## src/hdl/epoch_millis_to_iso8601_text_macros.svh

```systemverilog
// ----------------------------------------------------------------------------
// Assertion macros for the epoch-to-ISO-8601 formatter
// Concurrent checks, compiled out for synthesis.
// ----------------------------------------------------------------------------
`ifndef EPOCH_MILLIS_TO_ISO8601_TEXT_MACROS_SVH
`define EPOCH_MILLIS_TO_ISO8601_TEXT_MACROS_SVH

`ifndef SYNTHESIS

// implication check, sampled on the rising clock edge
`define E2I_ASSERT_IMPLY(lbl, clk, rstn, ante, cons) \
	lbl: assert property (@(posedge clk) disable iff (!rstn) (ante) |-> (cons)) \
		else $error("e2i check failed");

// condition that must never be seen
`define E2I_ASSERT_NEVER(lbl, clk, rstn, cond) \
	lbl: assert property (@(posedge clk) disable iff (!rstn) !(cond)) \
		else $error("e2i check failed");

`else

`define E2I_ASSERT_IMPLY(lbl, clk, rstn, ante, cons)
`define E2I_ASSERT_NEVER(lbl, clk, rstn, cond)

`endif

`endif

```

## src/hdl/e2i_pkg.sv

```systemverilog
// ----------------------------------------------------------------------------
// e2i_pkg
// Types, constants and helper functions of the epoch-to-ISO-8601 formatter.
// ----------------------------------------------------------------------------
package e2i_pkg;

	localparam int MILLIS_W  = 48;
	localparam int WORD_W    = 64;

	// queue between front and back
	localparam int MID_DEPTH = 4;
	localparam int MID_AW    = 2;

	// result queue, also the credit limit of the back pipeline
	localparam int OUT_DEPTH = 32;
	localparam int OUT_AW    = 5;

	// back datapath stages
	localparam int NSTAGE    = 19;

	localparam logic [47:0] LAST_MILLIS_9999 = 48'd253402300799999;

	// calendar constants
	localparam logic [21:0] DAYS_SHIFT    = 22'd719468;
	localparam logic [21:0] DAYS_PER_ERA  = 22'd146097;
	localparam logic [17:0] DOE_LAST      = 18'd146096;

	// reciprocals for exact division by constants: floor(n * M / 2^k)
	localparam logic [21:0] M_DIV125_HI = 22'd2147484;     // k = 28
	localparam logic [31:0] M_DIV125_LO = 32'd2199023256;  // k = 38
	localparam logic [31:0] M_DIV675    = 32'd3257812231;  // k = 41
	localparam logic [10:0] M_DIV100_MS = 11'd1311;        // k = 17
	localparam logic [17:0] M_DIV3600   = 18'd149131;      // k = 29
	localparam logic [22:0] M_DIV_ERA   = 23'd7525902;     // k = 40
	localparam logic [12:0] M_DIV60     = 13'd4370;        // k = 18
	localparam logic [18:0] M_DIV1460   = 19'd367720;      // k = 29
	localparam logic [18:0] M_DIV36524  = 19'd470373;      // k = 34
	localparam logic [18:0] M_DIV365    = 19'd367720;      // k = 27
	localparam logic [9:0]  M_DIV100_Y  = 10'd656;         // k = 16
	localparam logic [14:0] M_DIV100_YR = 15'd20972;       // k = 21
	localparam logic [11:0] M_DIV153    = 12'd3427;        // k = 19

	// ASCII codes
	localparam logic [7:0] CH_DASH  = 8'h2D;
	localparam logic [7:0] CH_T     = 8'h54;
	localparam logic [7:0] CH_COLON = 8'h3A;
	localparam logic [7:0] CH_DOT   = 8'h2E;
	localparam logic [7:0] CH_Z     = 8'h5A;

	typedef struct packed {
		logic [MILLIS_W-1:0] millis;
		logic                beyond;
	} e2i_item_t;

	typedef struct packed {
		logic [WORD_W-1:0] w0;
		logic [WORD_W-1:0] w1;
		logic [WORD_W-1:0] w2;
		logic              beyond;
	} e2i_result_t;

	typedef struct packed {
		logic [OUT_AW:0] credit_cnt;
		logic [OUT_AW:0] out_cnt;
	} e2i_stat_t;

	// binary (below 100) to two BCD digits, shift-add-3
	function automatic logic [7:0] to_bcd2(input logic [6:0] v);
		logic [14:0] sh;
		int i;
		sh = {8'd0, v};
		for (i = 0; i < 7; i++) begin
			if (sh[10:7] >= 4'd5) sh[10:7] = sh[10:7] + 4'd3;
			if (sh[14:11] >= 4'd5) sh[14:11] = sh[14:11] + 4'd3;
			sh = sh << 1;
		end
		return sh[14:7];
	endfunction

	function automatic logic [7:0] digit_char(input logic [3:0] d);
		return {4'h3, d};
	endfunction

	// first day-of-year of each March-based month
	function automatic logic [8:0] month_start(input logic [3:0] mp);
		logic [8:0] r;
		case (mp)
			4'd0:    r = 9'd0;
			4'd1:    r = 9'd31;
			4'd2:    r = 9'd61;
			4'd3:    r = 9'd92;
			4'd4:    r = 9'd122;
			4'd5:    r = 9'd153;
			4'd6:    r = 9'd184;
			4'd7:    r = 9'd214;
			4'd8:    r = 9'd245;
			4'd9:    r = 9'd275;
			4'd10:   r = 9'd306;
			4'd11:   r = 9'd337;
			default: r = 9'd0;
		endcase
		return r;
	endfunction

endpackage

```

## src/hdl/e2i_front.sv

```systemverilog
// ----------------------------------------------------------------------------
// e2i_front
// Accepts input transactions, flags years past 9999, queues them for the back.
// ----------------------------------------------------------------------------
module e2i_front (
	input  logic                            clk,
	input  logic                            arst_n,
	input  logic                            push,
	output logic                            full,
	input  logic [e2i_pkg::MILLIS_W-1:0]    millis_since_epoch,
	output logic                            item_valid,
	output e2i_pkg::e2i_item_t              item,
	input  logic                            item_pop
);
	import e2i_pkg::*;

	e2i_item_t         mem_q [MID_DEPTH];
	logic [MID_AW-1:0] wr_ptr_q;
	logic [MID_AW-1:0] rd_ptr_q;
	logic [MID_AW:0]   cnt_q;
	logic              wr_en;
	logic              rd_en;

	assign full       = (cnt_q == (MID_AW+1)'(MID_DEPTH));
	assign item_valid = (cnt_q != '0);
	assign item       = mem_q[rd_ptr_q];
	assign wr_en      = push && !full;
	assign rd_en      = item_pop && item_valid;

	// queue storage, classification on the way in
	always_ff @(posedge clk) begin
		if (wr_en) begin
			mem_q[wr_ptr_q] <= '{millis: millis_since_epoch,
				beyond: (millis_since_epoch > LAST_MILLIS_9999)};
		end
	end

	// pointers and fill count
	always_ff @(posedge clk or negedge arst_n) begin
		if (!arst_n) begin
			wr_ptr_q <= '0;
			rd_ptr_q <= '0;
			cnt_q    <= '0;
		end else begin
			if (wr_en) wr_ptr_q <= wr_ptr_q + 1'b1;
			if (rd_en) rd_ptr_q <= rd_ptr_q + 1'b1;
			case ({wr_en, rd_en})
				2'b10:   cnt_q <= cnt_q + 1'b1;
				2'b01:   cnt_q <= cnt_q - 1'b1;
				default: cnt_q <= cnt_q;
			endcase
		end
	end

endmodule

```

## config.mk

```make
export PLATFORM = sky130hd
export DESIGN_NAME = e2i_front
export DESIGN_NICKNAME = d
export VERILOG_FILES = /design/src/hdl/epoch_millis_to_iso8601_text_macros.svh /design/src/hdl/e2i_pkg.sv /design/src/hdl/e2i_front.sv
export SDC_FILE = /design/constraint.sdc
export NUM_CORES = 1
export LEC_CHECK = 0
export ABC_AREA = 0
export CORE_ASPECT_RATIO = 0.75
export CORE_MARGIN = 4
export CORE_UTILIZATION = 47
export DETAILED_ROUTE_END_ITERATION = 16
export DONT_BUFFER_PORTS = 1
export HOLD_SLACK_MARGIN = 0.08
export PLACE_DENSITY = 0.74
export SYNTH_ARGS = -nofsm -noshare
export SYNTH_HDL_FRONTEND = slang
export SYNTH_SLANG_ARGS = --single-unit
```

## constraint.sdc

```tcl
create_clock -name clk -period 3.01 [get_ports clk]
set_clock_uncertainty 0.2 [all_clocks]
set_input_delay 0.1505 -clock clk [delete_from_list [all_inputs] [get_ports clk]]
set_output_delay 0.1505 -clock clk [all_outputs]
set_load 0.01 [all_outputs]
```

==> results, run 1 <==
- After detailed placement, the design holds a cell count of approximately 520.
- For this run, the leading register cell type out of synthesis is edfxtp_1.
- The layout has 1,077 filler cells.
- At the pin with the least slew margin, the transition time is about 0.55 ns.
- The maximum number of pins on one net before global-route repair is 50.
- The die covers 18,300 um^2.
- The number of antenna violations at the first check in global routing came to 1.
- The via total after detailed routing is 3,448.
- Yosys mapped the design onto 32 distinct sky130hd cell types.
- The buffer type at the clock tree root is clkbuf_16.
- Setup violations remaining at the end of the flow were counted as 0.
- The critical path is of the flip-flop to flip-flop type.
- In this run the core area contains 39 standard-cell rows.
- The cell area after layout is 9250 um^2.
- The remaining max-slew budget at the tightest pin is 63.5%.
- The final routed DRC violation total is 0.
- The CTS buffer count is 20.
- The number of enable flip-flop cells after synthesis is 196.
- The post-layout worst setup margin is ~0.55 ns.
- After detailed placement, the total cell area comes to 8030 um^2.
- The total iterations of the first detailed-routing run is 4.
- In the final layout, the multi-input gates occupy ~1500 um^2.
- The post-detailed-placement half-perimeter wirelength is between 9000 and 10,000 um.
- Of all nets on the critical path, the largest fanout is 19.
- The flow ran to the end, and the final reports show no timing, DRC or antenna violations.
- The power after layout is 8.87 mW.
- The leakage power is 3.01 nW.
- Once detail routing completed, the nets flagged for antenna violations numbered 0.
- VDD sags by at most 0.000505 V.
- The post-synthesis average cell area is 24.0 um^2.
- The synthesized design devotes to its leading area cell type 77.3% of total area.
- Synthesis handed over a netlist of between 300 and 400 instances.
- The ratio of routed vias to standard cells is around 5.7.
- The signal on the critical path passes through inv_1 -> and3_1 -> nor2b_1 -> and2_2 -> buf_12.
- The final routed wirelength across all metal layers is 15,200 um.
- In this run the standard cell core region covers 15,600 um^2.
- For this run, asynchronously set or reset flops after synthesis account for ~3.4%.
- The post-detailed-route wirelength per cell is 25.1 um.
- The endpoint kind of the worst setup timing path is a flip-flop.
- The effective utilization at floorplan is ~50%.
- The max-slew violation count is 0.
- The tightest hold path in the finished design has a slack of about 0.13 ns.
- Power spread over the standard cell area amounts to 959 nW/um^2.
- The later-pin clock latency in the skew report is 0.49 ns.
- The delay of the slowest critical-path stage is 0.59 ns.
- The final net count is 446.
- Timing analysis after detailed placement gives a worst setup slack of 0.576 ns.
- edfxtp_1 takes more of the synthesized area than any other cell.
- Yosys attributes the largest share of cell area to edfxtp_1 77%, mux4_2 14%, dfrtp_1 2.3%.
- Setup repair after global routing left no endpoint under its margin.
- The first global-routing pass estimated 23,500 um of wire.
- The total global routing overflow is 0.
- The data arrival time of the critical path is 2.44 ns.
- The count of warnings emitted by yosys is 0.
- Counting every sink on the clock net gives slightly above 200.
- The highest clock frequency the design can meet is between 400 and 500 MHz.
- The worst min-delay path category is input port to flip-flop.
- The final critical path takes up 81.6% of the cycle.
- The routed design could run at a clock period as short as 2.46 ns.
- The number of hold violations in the final report is 0.
- STA classifies the critical path startpoint as a flip-flop.
- The maximum clock path buffer count is 3.
- Yosys instantiated no cell more often than edfxtp_1.
- The die is 155 um wide.
- TritonCTS built the clock tree.
- The commonest cells after synthesis are 196 x edfxtp_1, 49 x mux4_2, 8 x clkbuf_1, 7 x dfrtp_1, 6 x inv_1.
- The final cell utilization of the core is 59.4%.
- The final weighted congestion in routability-driven placement is ~0.78.
- The total standard cell area after synthesis is between 7000 and 8000 um^2.
- The total of buffers placed on input and output ports is 0.
- The first routing iteration left 232 violations.
- The vertical die dimension is 118 um.
- After synthesis, flip-flops and latches occupy 79.6% of the total area.
- The count of max-cap constraint violations is 0.
- Among all stages on the critical path, the largest delay is contributed by and2_2.
- The overall track demand over capacity in global routing is between 10% and 20%.
- Counting flops and latches in the post-synthesis netlist gives 203.
- The flip-flop and latch area is roughly 6100 um^2.
- The maximum level of the CTS H-tree is 1.
- At the worst endpoint, the required time is 3.00 ns.
- After clock tree synthesis, the clock-pin slew on the worst setup and hold paths is 0.07 ns.
- The setup TNS is 0 ns.
- The number of standard cells in the final layout excluding fillers is 608.
- The number of nets handed over by synthesis was 375.
- Cells with a size suffix above 1 make up between 20 and 25% of the layout.
- The I/O pin total is 103.
- Post-CTS timing repair inserted 0 buffers for setup.
- The number of global-route vias before repair is ~3,700.
- The growth of design area from synthesis to finish is 21.5%.
-- placed cells by master, fill, tap and decap left out, types with 2 or more instances in the layout --
cell,count
ha_1,5
dfrtp_1,5
inv_1,6
and2_2,4
mux4_2,49
clkinv_2,2
xor2_1,3
edfxtp_1,196
clkinv_4,2
dlygate4sd3_1,52
nand2_1,4
nand3_1,3
bufinv_16,4
clkinv_1,5
xnor2_1,3
clkbuf_16,21
buf_12,10
nand4_1,3
nor4_1,2
-- where the power goes --
part | internal [mW] | switching (mW)
Combinational | 1.01 | 1.31
Clock | 1.62 | 1.01
Sequential | 3.73 | 0.203
-- worst paths after layout --
kind                                             start            to  slack, ns  cells after the start
worst max-delay path                          cnt_q[1]  mem_q[0][46]       0.55                      5
worst min-delay path            millis_since_epoch[29]   mem_q[1][0]       0.13                      3
worst max register to register                cnt_q[1]  mem_q[0][46]       0.55                      5
worst min register to register                cnt_q[2]      cnt_q[2]       0.29                      1
max in group asynchronous                       arst_n   rd_ptr_q[0]       2.01                      2
min in group asynchronous                       arst_n   wr_ptr_q[0]       0.32                      2
-- per-layer routing --
layer / GRT usage, % / wire length, um / part of all wire [%] / up-vias
met5: 0 / 0 / 0 / -
met4: 3.09 / 231 / 1.5 / 0
met3: 6.47 / 1310 / 8.6 / 19
met2: 26.7 / 7410 / 49 / 126
met1: 23.2 / 6290 / 41 / 1810
li1: - / - / - / 1493
-- sequential cells by signal, summed over array words and instances, names as in the netlist --
signal,flops
wr_ptr_q,2
mem_q,196
rd_ptr_q,2
cnt_q,3
-- final cells by class --
class	count	share of cell area (%)
Clock buffer	22	5.72
Antenna cell	1	0.0270
Timing Repair Buffer	62	7.79
Multi-Input combinational cell	95	16.0
Sequential cell	203	65.5
Tap cell	205	2.77
Clock inverter	14	1.89
Inverter	6	0.243
-- timing repair --
action | CTS | global route
resized for setup | 0 | 0
hold buffers | 52 | 0
endpoints found under the hold margin | 210 | 0
-- critical path: cells and delay by family, from the launching register on --
kind / cells / cell delay (ns)
flops: 1 / 0.36
simple gates: 3 / 1.24
buf+inv: 2 / 0.34
-- kinds of logic after synthesis --
| logic type | count (synthesis) | share of synthesized area [%] |
|---|---|---|
| buf+inv | 19 | 1.02 |
| xor+xnor | 6 | 0.690 |
| simple gates | 26 | 2.23 |
| mux | 50 | 14.6 |
| compound gates | 7 | 0.756 |
| fa+ha+maj | 6 | 1.08 |
| flops | 203 | 79.6 |
Power figures use the tool's default switching activity.
==> run 2, diff against run 1 <==
--- a/config.mk
+++ b/config.mk
@@ -5,7 +5,7 @@
 export SDC_FILE = /design/constraint.sdc
 export NUM_CORES = 1
 export LEC_CHECK = 0
-export ABC_AREA = 0
+export ABC_AREA = 1
 export CORE_ASPECT_RATIO = 0.75
 export CORE_MARGIN = 4
 export CORE_UTILIZATION = 47
==> constraint.sdc (replaced) <==
create_clock -name clk -period 2.3 [get_ports clk]
set_clock_uncertainty 0.2 [all_clocks]
set_input_delay 0.115 -clock clk [delete_from_list [all_inputs] [get_ports clk]]
set_output_delay 0.115 -clock clk [all_outputs]
set_load 0.01 [all_outputs]
==> run 2 against run 1 <==
Effect of this change: first-iteration DRC count up 84%; sequential power up 29%; count of clock-buffer cells in the layout unchanged; non-clock buffer count up 3; cell count up 46%; largest power group unchanged; highest routed layer unchanged.
==> results, run 2 <==
- The flow ran to the end, and the final reports show no timing, DRC or antenna violations.
- The count of cells along the worst register-to-register path is 9 (+4).
- The post-synthesis average cell area is 13.2 um^2 (-45%).
- The final critical-path share of the clock period is 94.1% (+12 points).
- The final count of negative-setup-slack endpoints was 0 (unchanged).
- The buffer count from post-CTS setup fixing is 0 (unchanged).
- The largest registers in the layout are mem_q: 196 flops, cnt_q: 3 flops.
- In the synthesized netlist the dominant register cell turns out to be edfxtp_1.
- The library cell occupying the most area in the post-synthesis netlist is edfxtp_1.
- The maximum clock path buffer count was 3 (unchanged).
- The maximum level of the CTS H-tree came to 1 (unchanged).
- The worst setup path is launched from a flip-flop.
- TritonCTS built the clock tree.
- The final net count was 723 (+62%).
- The final weighted congestion in routability-driven placement was 0.758 (-2.6%).
- The top cell types in the final layout, fill and taps aside, are 196 x edfxtp_1, 123 x nor2_1, 91 x o21ai_0.
- The post-synthesis register bit count is 203 (unchanged).
- The post-layout worst setup margin came to 0.136 ns (-0.417 ns).
- The area of the core region came to 16,800 um^2 (+7.8%).
- Setup repair after global routing left no endpoint under its margin.
- The endpoint kind of the worst setup timing path is a flip-flop.
- The row count is 41 (+5.1%).
- The final routed wirelength across all metal layers is 17,400 um (+14%).
- The worst hold-check slack is 0.0904 ns (-0.0383 ns).
- The number of hold violations in the final report was 0 (unchanged).
- The area of the die is 19,200 um^2 (+4.9%).
- The sequential-to-total area share from yosys stat is 75.7% (-3.9 points).
- The largest fanout on the critical path was 3 (-16).
- The ratio of routed vias to standard cells came to 5.47 (-3.6%).
- The register with the most flip-flops is mem_q.
- The number of distinct library cell variants in the gate-level netlist after synthesis was 26 (-19%).
- The growth of design area from synthesis to finish is 17.9%.
- The number of antenna diodes is 0 (-1).
- The antenna violation net count after detailed routing is 0 (unchanged).
- The number of flip-flops in the largest register was 196 (unchanged).
- The max-slew violation count came to 0 (unchanged).
- The first-iteration detailed-routing DRC count was 428 (+84%).
- The remaining max-slew budget at the tightest pin is 71.7% (+8.2 points).
- The number of nets produced by synthesis is 667 (+78%).
- The count of warnings emitted by yosys is 0 (unchanged).
- The overall track demand over capacity in global routing is 18.1% (+1.1 points).
- After synthesis, the most frequently instantiated cells are 196 x edfxtp_1, 127 x nor2_1, 91 x o21ai_0, 49 x o22ai_1, 41 x nand2_1.
- The leading cell type in the layout, fill and taps excluded is edfxtp_1.
- The tightest min-delay check is of the input port to flip-flop type.
- The clock transition at the registers of the reported paths is 0.06 ns (about the same).
- Ranked by total cell area, the synthesized netlist is headed by edfxtp_1 73%, nor2_1 6.0%, o21ai_0 5.7%.
- The final cell utilization of the core is 56.3% (-3.1 points).
- The power after layout came to 11.8 mW (+33%).
- The count of max-cap constraint violations is 0 (unchanged).
- The final critical delay including setup and external delays is 2.16 ns (-0.293 ns).
- The share of flip-flops with an asynchronous set or reset after synthesis was 3.45% (unchanged).
- The leakage power is 3.20 nW (+6.3%).
- The total standard cell area after synthesis is 8010 um^2 (+5.2%).
- The vertical die dimension was 121 um (+2.4%).
- The number of global-route vias before repair came to 4,903 (+32%).
- The number of enable flip-flop cells after synthesis was 196 (unchanged).
- The horizontal extent of the die was 159 um (+2.4%).
- The total iterations of the first detailed-routing run is 4 (unchanged).
- The number of inserted filler cells in the final layout is 1,314 (+22%).
- The data arrival time of the critical path came to 2.32 ns (-0.12 ns).
- The worst setup timing slack at the placement stage came to 0.0904 ns (-0.486 ns).
- The highest clock frequency the design can meet was 462 MHz (+14%).
- The number of sinks handled by clock tree synthesis was 203 (unchanged).
- The post-detailed-placement cell area is 8310 um^2 (+3.6%).
- The effective utilization at floorplan is 47.8% (-1.2 points).
- The fraction of layout instances using a drive strength above 1 was 7.70% (-17 points).
- The number of antenna violations at the first check in global routing came to 0 (-1).
- The CTS buffer count is 20 (unchanged).
- The post-synthesis cell count is 609 (+92%).
- The hold-critical path depth is 8 (+5).
- The area fraction of the dominant cell type after synthesis is 73.5% (-3.8 points).
- The maximum number of pins on one net before global-route repair is 101 (+100%).
- The cell area after layout is 9450 um^2 (+2.1%).
- The most used standard cell by instance count after synthesis is edfxtp_1.
- The global-route wire length before repair was 27,200 um (+15%).
- The final routed DRC violation total is 0 (unchanged).
- The later-pin clock latency in the skew report was 0.48 ns (about the same).
- The required time of the worst setup path is 2.46 ns (-0.54 ns).
- The post-detailed-route wirelength per cell was 19.6 um (-22%).
- The via total after detailed routing came to 4,867 (+41%).
- The I/O pin total is 103 (unchanged).
- The critical path in this run is classified as flip-flop to flip-flop.
- The tree is rooted in a clkbuf_16.
- The maximum vdd drop was 0.000669 V (+32%).
- The total of buffers placed on input and output ports came to 0 (unchanged).
- The actual transition at the worst max-transition pin came to 0.424 ns (-0.123 ns).
- The post-detailed-placement half-perimeter wirelength is 9650 um (+3.8%).
- The power density over cell area is 1250 nW/um^2 (+30%).
- The total global routing overflow is 0 (unchanged).
-- run 2: cell count changes after synthesis, sizes merged, moves of 4 or more --
cell / change
and2: -4
mux4: -49
nand2: +38
buf: +12
o21ai: +99
a21oi: +5
clkbuf: +6
o22ai: +49
inv: +23
nor2: +127
-- run 2: worst paths after layout --
path | startpoint | endpoint | slack [ns]
min in group asynchronous | arst_n | rd_ptr_q[1] | 0.30
max | cnt_q[0] | cnt_q[2] | 0.14
max in group asynchronous | arst_n | rd_ptr_q[0] | 1.34
min reg2reg | cnt_q[0] | cnt_q[0] | 0.33
max reg2reg | cnt_q[0] | cnt_q[2] | 0.14
min | millis_since_epoch[25] | mem_q[1][0] | 0.09
-- run 2: worst max-delay path: stages, from the launching register on --
cell and delay, ns:
dfrtp_1 0.40, inv_1 0.12, nand3_2 0.12, and2_2 0.19
ha_1 0.15, inv_1 0.07, fa_1 0.37, a21oi_1 0.14
o21ai_0 0.11, xor2_1 0.16
-- run 2: where the power goes --
group	switching [mW]	internal [mW]
Clock	1.23	1.75
Sequential	0.185	4.88
Combinational	2.70	1.03
Total	4.12	7.66
-- run 2: repair_timing --
item	4_1_cts	5_1_grt
resized for setup	0	3
hold endpoints to repair	210	0
setup endpoints to repair	0	3
hold buffers	52	0
-- run 2: per-layer routing --
metal / up-vias / global-route usage (%) / part of all wire, %
li1: 2320 / - / -
met1: 2339 / 23.0 / 39
met2: 179 / 30.5 / 48
met3: 29 / 6.08 / 10
met4: 0 / 3.96 / 2.0
met5: - / 0 / 0
-- run 2: layout make-up --
| cell class | instances | area (um^2) | area share (%) |
|---|---|---|---|
| Clock inverter | 10 | 68.8 | 0.728 |
| Inverter | 29 | 111 | 1.18 |
| Tap cell | 215 | 269 | 2.85 |
| Clock buffer | 22 | 529 | 5.60 |
| Timing Repair Buffer | 65 | 693 | 7.34 |
| Sequential cell | 203 | 6060 | 64.2 |
| Multi-Input combinational cell | 346 | 1710 | 18.1 |
-- run 2: kinds of logic after synthesis --
kind of cell    Yosys count  share of synthesized area [%]
simple gates            180                           8.78
xor+xnor                  5                          0.547
flops                   203                           75.7
compound gates          155                           10.4
fa+ha+maj                 6                           1.03
buf+inv                  60                           3.53
-- run 2: stage by stage --
| stage | instances | TNS, ns |
|---|---|---|
| final | 890 | 0 |
| after global routing | 890 | 0 |
| after CTS | 890 | 0 |
| after detailed placement | 806 | 0 |
| after global placement | 806 | 0 |
| after floorplan | 609 | -58.37 |
==> run 3, diff against run 2 <==
--- a/config.mk
+++ b/config.mk
@@ -5,13 +5,13 @@
 export SDC_FILE = /design/constraint.sdc
 export NUM_CORES = 1
 export LEC_CHECK = 0
-export ABC_AREA = 1
 export CORE_ASPECT_RATIO = 0.75
 export CORE_MARGIN = 4
 export CORE_UTILIZATION = 47
 export DETAILED_ROUTE_END_ITERATION = 16
 export DONT_BUFFER_PORTS = 1
 export HOLD_SLACK_MARGIN = 0.08
+export MAX_ROUTING_LAYER = met4
 export PLACE_DENSITY = 0.74
 export SYNTH_ARGS = -nofsm -noshare
 export SYNTH_HDL_FRONTEND = slang
==> run 3 against run 2 <==
Effect of this change: power is 4.6% lower; via count is 28% lower; critical path type unchanged; sequential cell count stayed put; largest power group unchanged.
==> results, run 3 (synthesis results as in run 1) <==
- The ratio of routed vias to standard cells is 5.69 (+4.1%).
- The number of global-route vias before repair is 3,784 (-23%).
- The actual transition at the worst max-transition pin is 0.486 ns (+0.0622 ns).
- The number of flip-flops in the largest register is 196 (unchanged).
- The global-route wire length before repair was 22,500 um (-17%).
- The row count was 39 (-4.9%).
- The required time of the worst setup path is 2.47 ns (about the same).
- Setup repair after global routing left no endpoint under its margin.
- The final routed DRC violation total is 0 (unchanged).
- The final critical-path share of the clock period came to 95.9% (+1.8 points).
- The area of the die was 18,300 um^2 (-4.7%).
- The later-pin clock latency in the skew report is 0.48 ns (about the same).
- In the layout the commonest cells are 196 x edfxtp_1, 52 x dlygate4sd3_1, 49 x mux4_2.
- The final routed wirelength across all metal layers is 14,500 um (-17%).
- The run finished with clean final reports.
- The power density over cell area is 1220 nW/um^2 (-1.8%).
- The critical path goes through or3_1 -> and2_1 -> ha_1 -> inv_1 -> fa_1 -> xor2_1 -> nor2_1 -> xor2_1.
- The worst min-delay path category is input port to flip-flop.
- The setup TNS is 0 ns (unchanged).
- The leading cell type in the layout, fill and taps excluded is edfxtp_1.
- The met1 track demand over resource is 22.5% (-0.57 points).
- The number of antenna violations at the first check in global routing was 1 (+1).
- The post-detailed-route wirelength per cell is 23.7 um (+21%).
- The remaining max-slew budget at the tightest pin was 67.6% (-4.1 points).
- The final critical delay including setup and external delays is 2.20 ns (+0.0410 ns).
- The clock tree from TritonCTS is yes.
- The worst setup path is captured at a flip-flop.
- The via total after detailed routing is 3,491 (-28%).
- The cell area after layout came to 9180 um^2 (-2.9%).
- The post-detailed-placement cell area came to 8030 um^2 (-3.4%).
- The global routing's busiest layer is met2.
- The highest clock frequency the design can meet was 454 MHz (-1.9%).
- The maximum level of the CTS H-tree came to 1 (unchanged).
- The leakage power was 2.99 nW (-6.6%).
- mem_q holds more flip-flops than any other register.
- The data arrival time of the critical path is 2.37 ns (+0.05 ns).
- The post-detailed-placement half-perimeter wirelength came to 8590 um (-11%).
- The I/O pin total is 103 (unchanged).
- The hold-critical path depth is 4 (-4).
- The horizontal extent of the die is 155 um (-2.4%).
- The logic depth of the worst path, buffers included is 8 (-1).
- The growth of design area from synthesis to finish is 20.5%.
- The maximum vdd drop was 0.000673 V (+0.65%).
- The cell repeated most along the worst path is xor2_1.
- The final weighted congestion in routability-driven placement is 0.757 (-0.16%).
- The number of sinks handled by clock tree synthesis is 203 (unchanged).
- The vertical die dimension came to 118 um (-2.3%).
- The total iterations of the first detailed-routing run is 5 (+1).
- The met2 capacity usage during global routing was 24.4% (-6.1 points).
- The buffer and inverter count on the worst path is 1 (-1).
- The antenna violation net count after detailed routing was 0 (unchanged).
- The fraction of layout instances using a drive strength above 1 is 26.0% (+18 points).
- In the final layout, the registers with the most flip-flops are mem_q: 196 flops, cnt_q: 3 flops.
- The number of hold violations in the final report is 0 (unchanged).
- The maximum clock path buffer count is 3 (unchanged).
- The final net count came to 452 (-37%).
- The count of cells along the worst register-to-register path is 8 (-1).
- The CTS buffer count was 20 (unchanged).
- The type of element launching the critical path is a flip-flop.
- The buffer type at the clock tree root is clkbuf_16.
- The kind of cell with the highest combined delay along the critical path is simple AND/OR/NAND/NOR gates.
- The max-slew violation count came to 0 (unchanged).
- The total of buffers placed on input and output ports is 0 (unchanged).
- The critical path's slowest cell is or3_1.
- By startpoint and endpoint, the worst setup path is classified as flip-flop to flip-flop.
- The count of max-cap constraint violations is 0 (unchanged).
- The largest fanout on the critical path is 3 (unchanged).
- The overall track demand over capacity in global routing is 16.5% (-1.6 points).
- The final count of negative-setup-slack endpoints was 0 (unchanged).
- The delay of the slowest critical-path stage is 0.41 ns (about the same).
- The met3 track demand over resource in global routing was 5.59% (-0.49 points).
- The first-iteration detailed-routing DRC count was 274 (-36%).
- The maximum number of pins on one net before global-route repair is 37 (-63%).
- The area of the core region is 15,600 um^2 (-7.2%).
- The clock transition at the registers of the reported paths was 0.06 ns (about the same).
- The total global routing overflow is 0 (unchanged).
- The effective utilization at floorplan came to 48.9% (+1.2 points).
## run 3: power breakdown
| group | total, mW | internal (mW) | leakage [nW] | switching (mW) |
|---|---|---|---|---|
| clock | 3.05 | 1.77 | 0.302 | 1.28 |
| sequential | 5.13 | 4.88 | 1.88 | 0.249 |
| combinational | 3.05 | 1.36 | 0.806 | 1.70 |
| total | 11.2 | 8.01 | 2.99 | 3.23 |
## run 3: what timing repair did
| item | 4_1_cts | 5_1_grt |
|---|---|---|
| endpoints found under the hold margin | 210 | 0 |
| setup endpoints to repair | 0 | 4 |
| setup buffers | 0 | 1 |
| hold buffers | 52 | 0 |
| resized for setup | 0 | 3 |
## run 3: metal layers
layer  part of all wire (%)  wire length (um)
met5                      0                 0
met3                    9.5              1370
met1                     42              6130
met4                    2.0               291
met2                     46              6700
## run 3: path summary, 6_finish.rpt
check	startpoint	to	slack (ns)
worst max-delay path	cnt_q[0]	cnt_q[2]	0.1
min in group asynchronous	arst_n	wr_ptr_q[0]	0.29
worst max register to register	cnt_q[0]	cnt_q[2]	0.1
max in group asynchronous	arst_n	rd_ptr_q[0]	1.34
worst min-delay path	millis_since_epoch[28]	mem_q[3][0]	0.14
worst min register to register	cnt_q[2]	cnt_q[2]	0.30
## run 3: final cells by class
type / count / area (um^2)
fill: 1084 / 6390
sequential: 203 / 6070
multi-input combinational: 95 / 1480
timing repair buffer: 68 / 732
clock buffer: 24 / 537
tap: 205 / 256
clock inverter: 11 / 77.6
inverter: 6 / 22.5
antenna: 1 / 2.50
## run 3: worst reg2reg max path: stages, from the launching register on
cell and delay (ns):
dfrtp_1 0.40, or3_1 0.41, and2_1 0.22, ha_1 0.23
inv_1 0.08, fa_1 0.17, xor2_1 0.18, nor2_1 0.07
xor2_1 0.13
## run 3: per-stage QoR
step | instances | worst slack (ns) | hold WS (ns) | util (%) | total power, mW
after CTS | 611 | 0.0392 | 0.122 | 58.9 | 11.4
after floorplan | 317 | 0.0661 | -0.381 | - | 7.29
after global routing | 613 | 0.0130 | 0.130 | 58.9 | 11.8
after detailed placement | 524 | 0.111 | -0.380 | 51.6 | 8.21
after global placement | 524 | 0.235 | -0.380 | 51.6 | 8.12
final | 613 | 0.0954 | 0.137 | 58.9 | 11.2
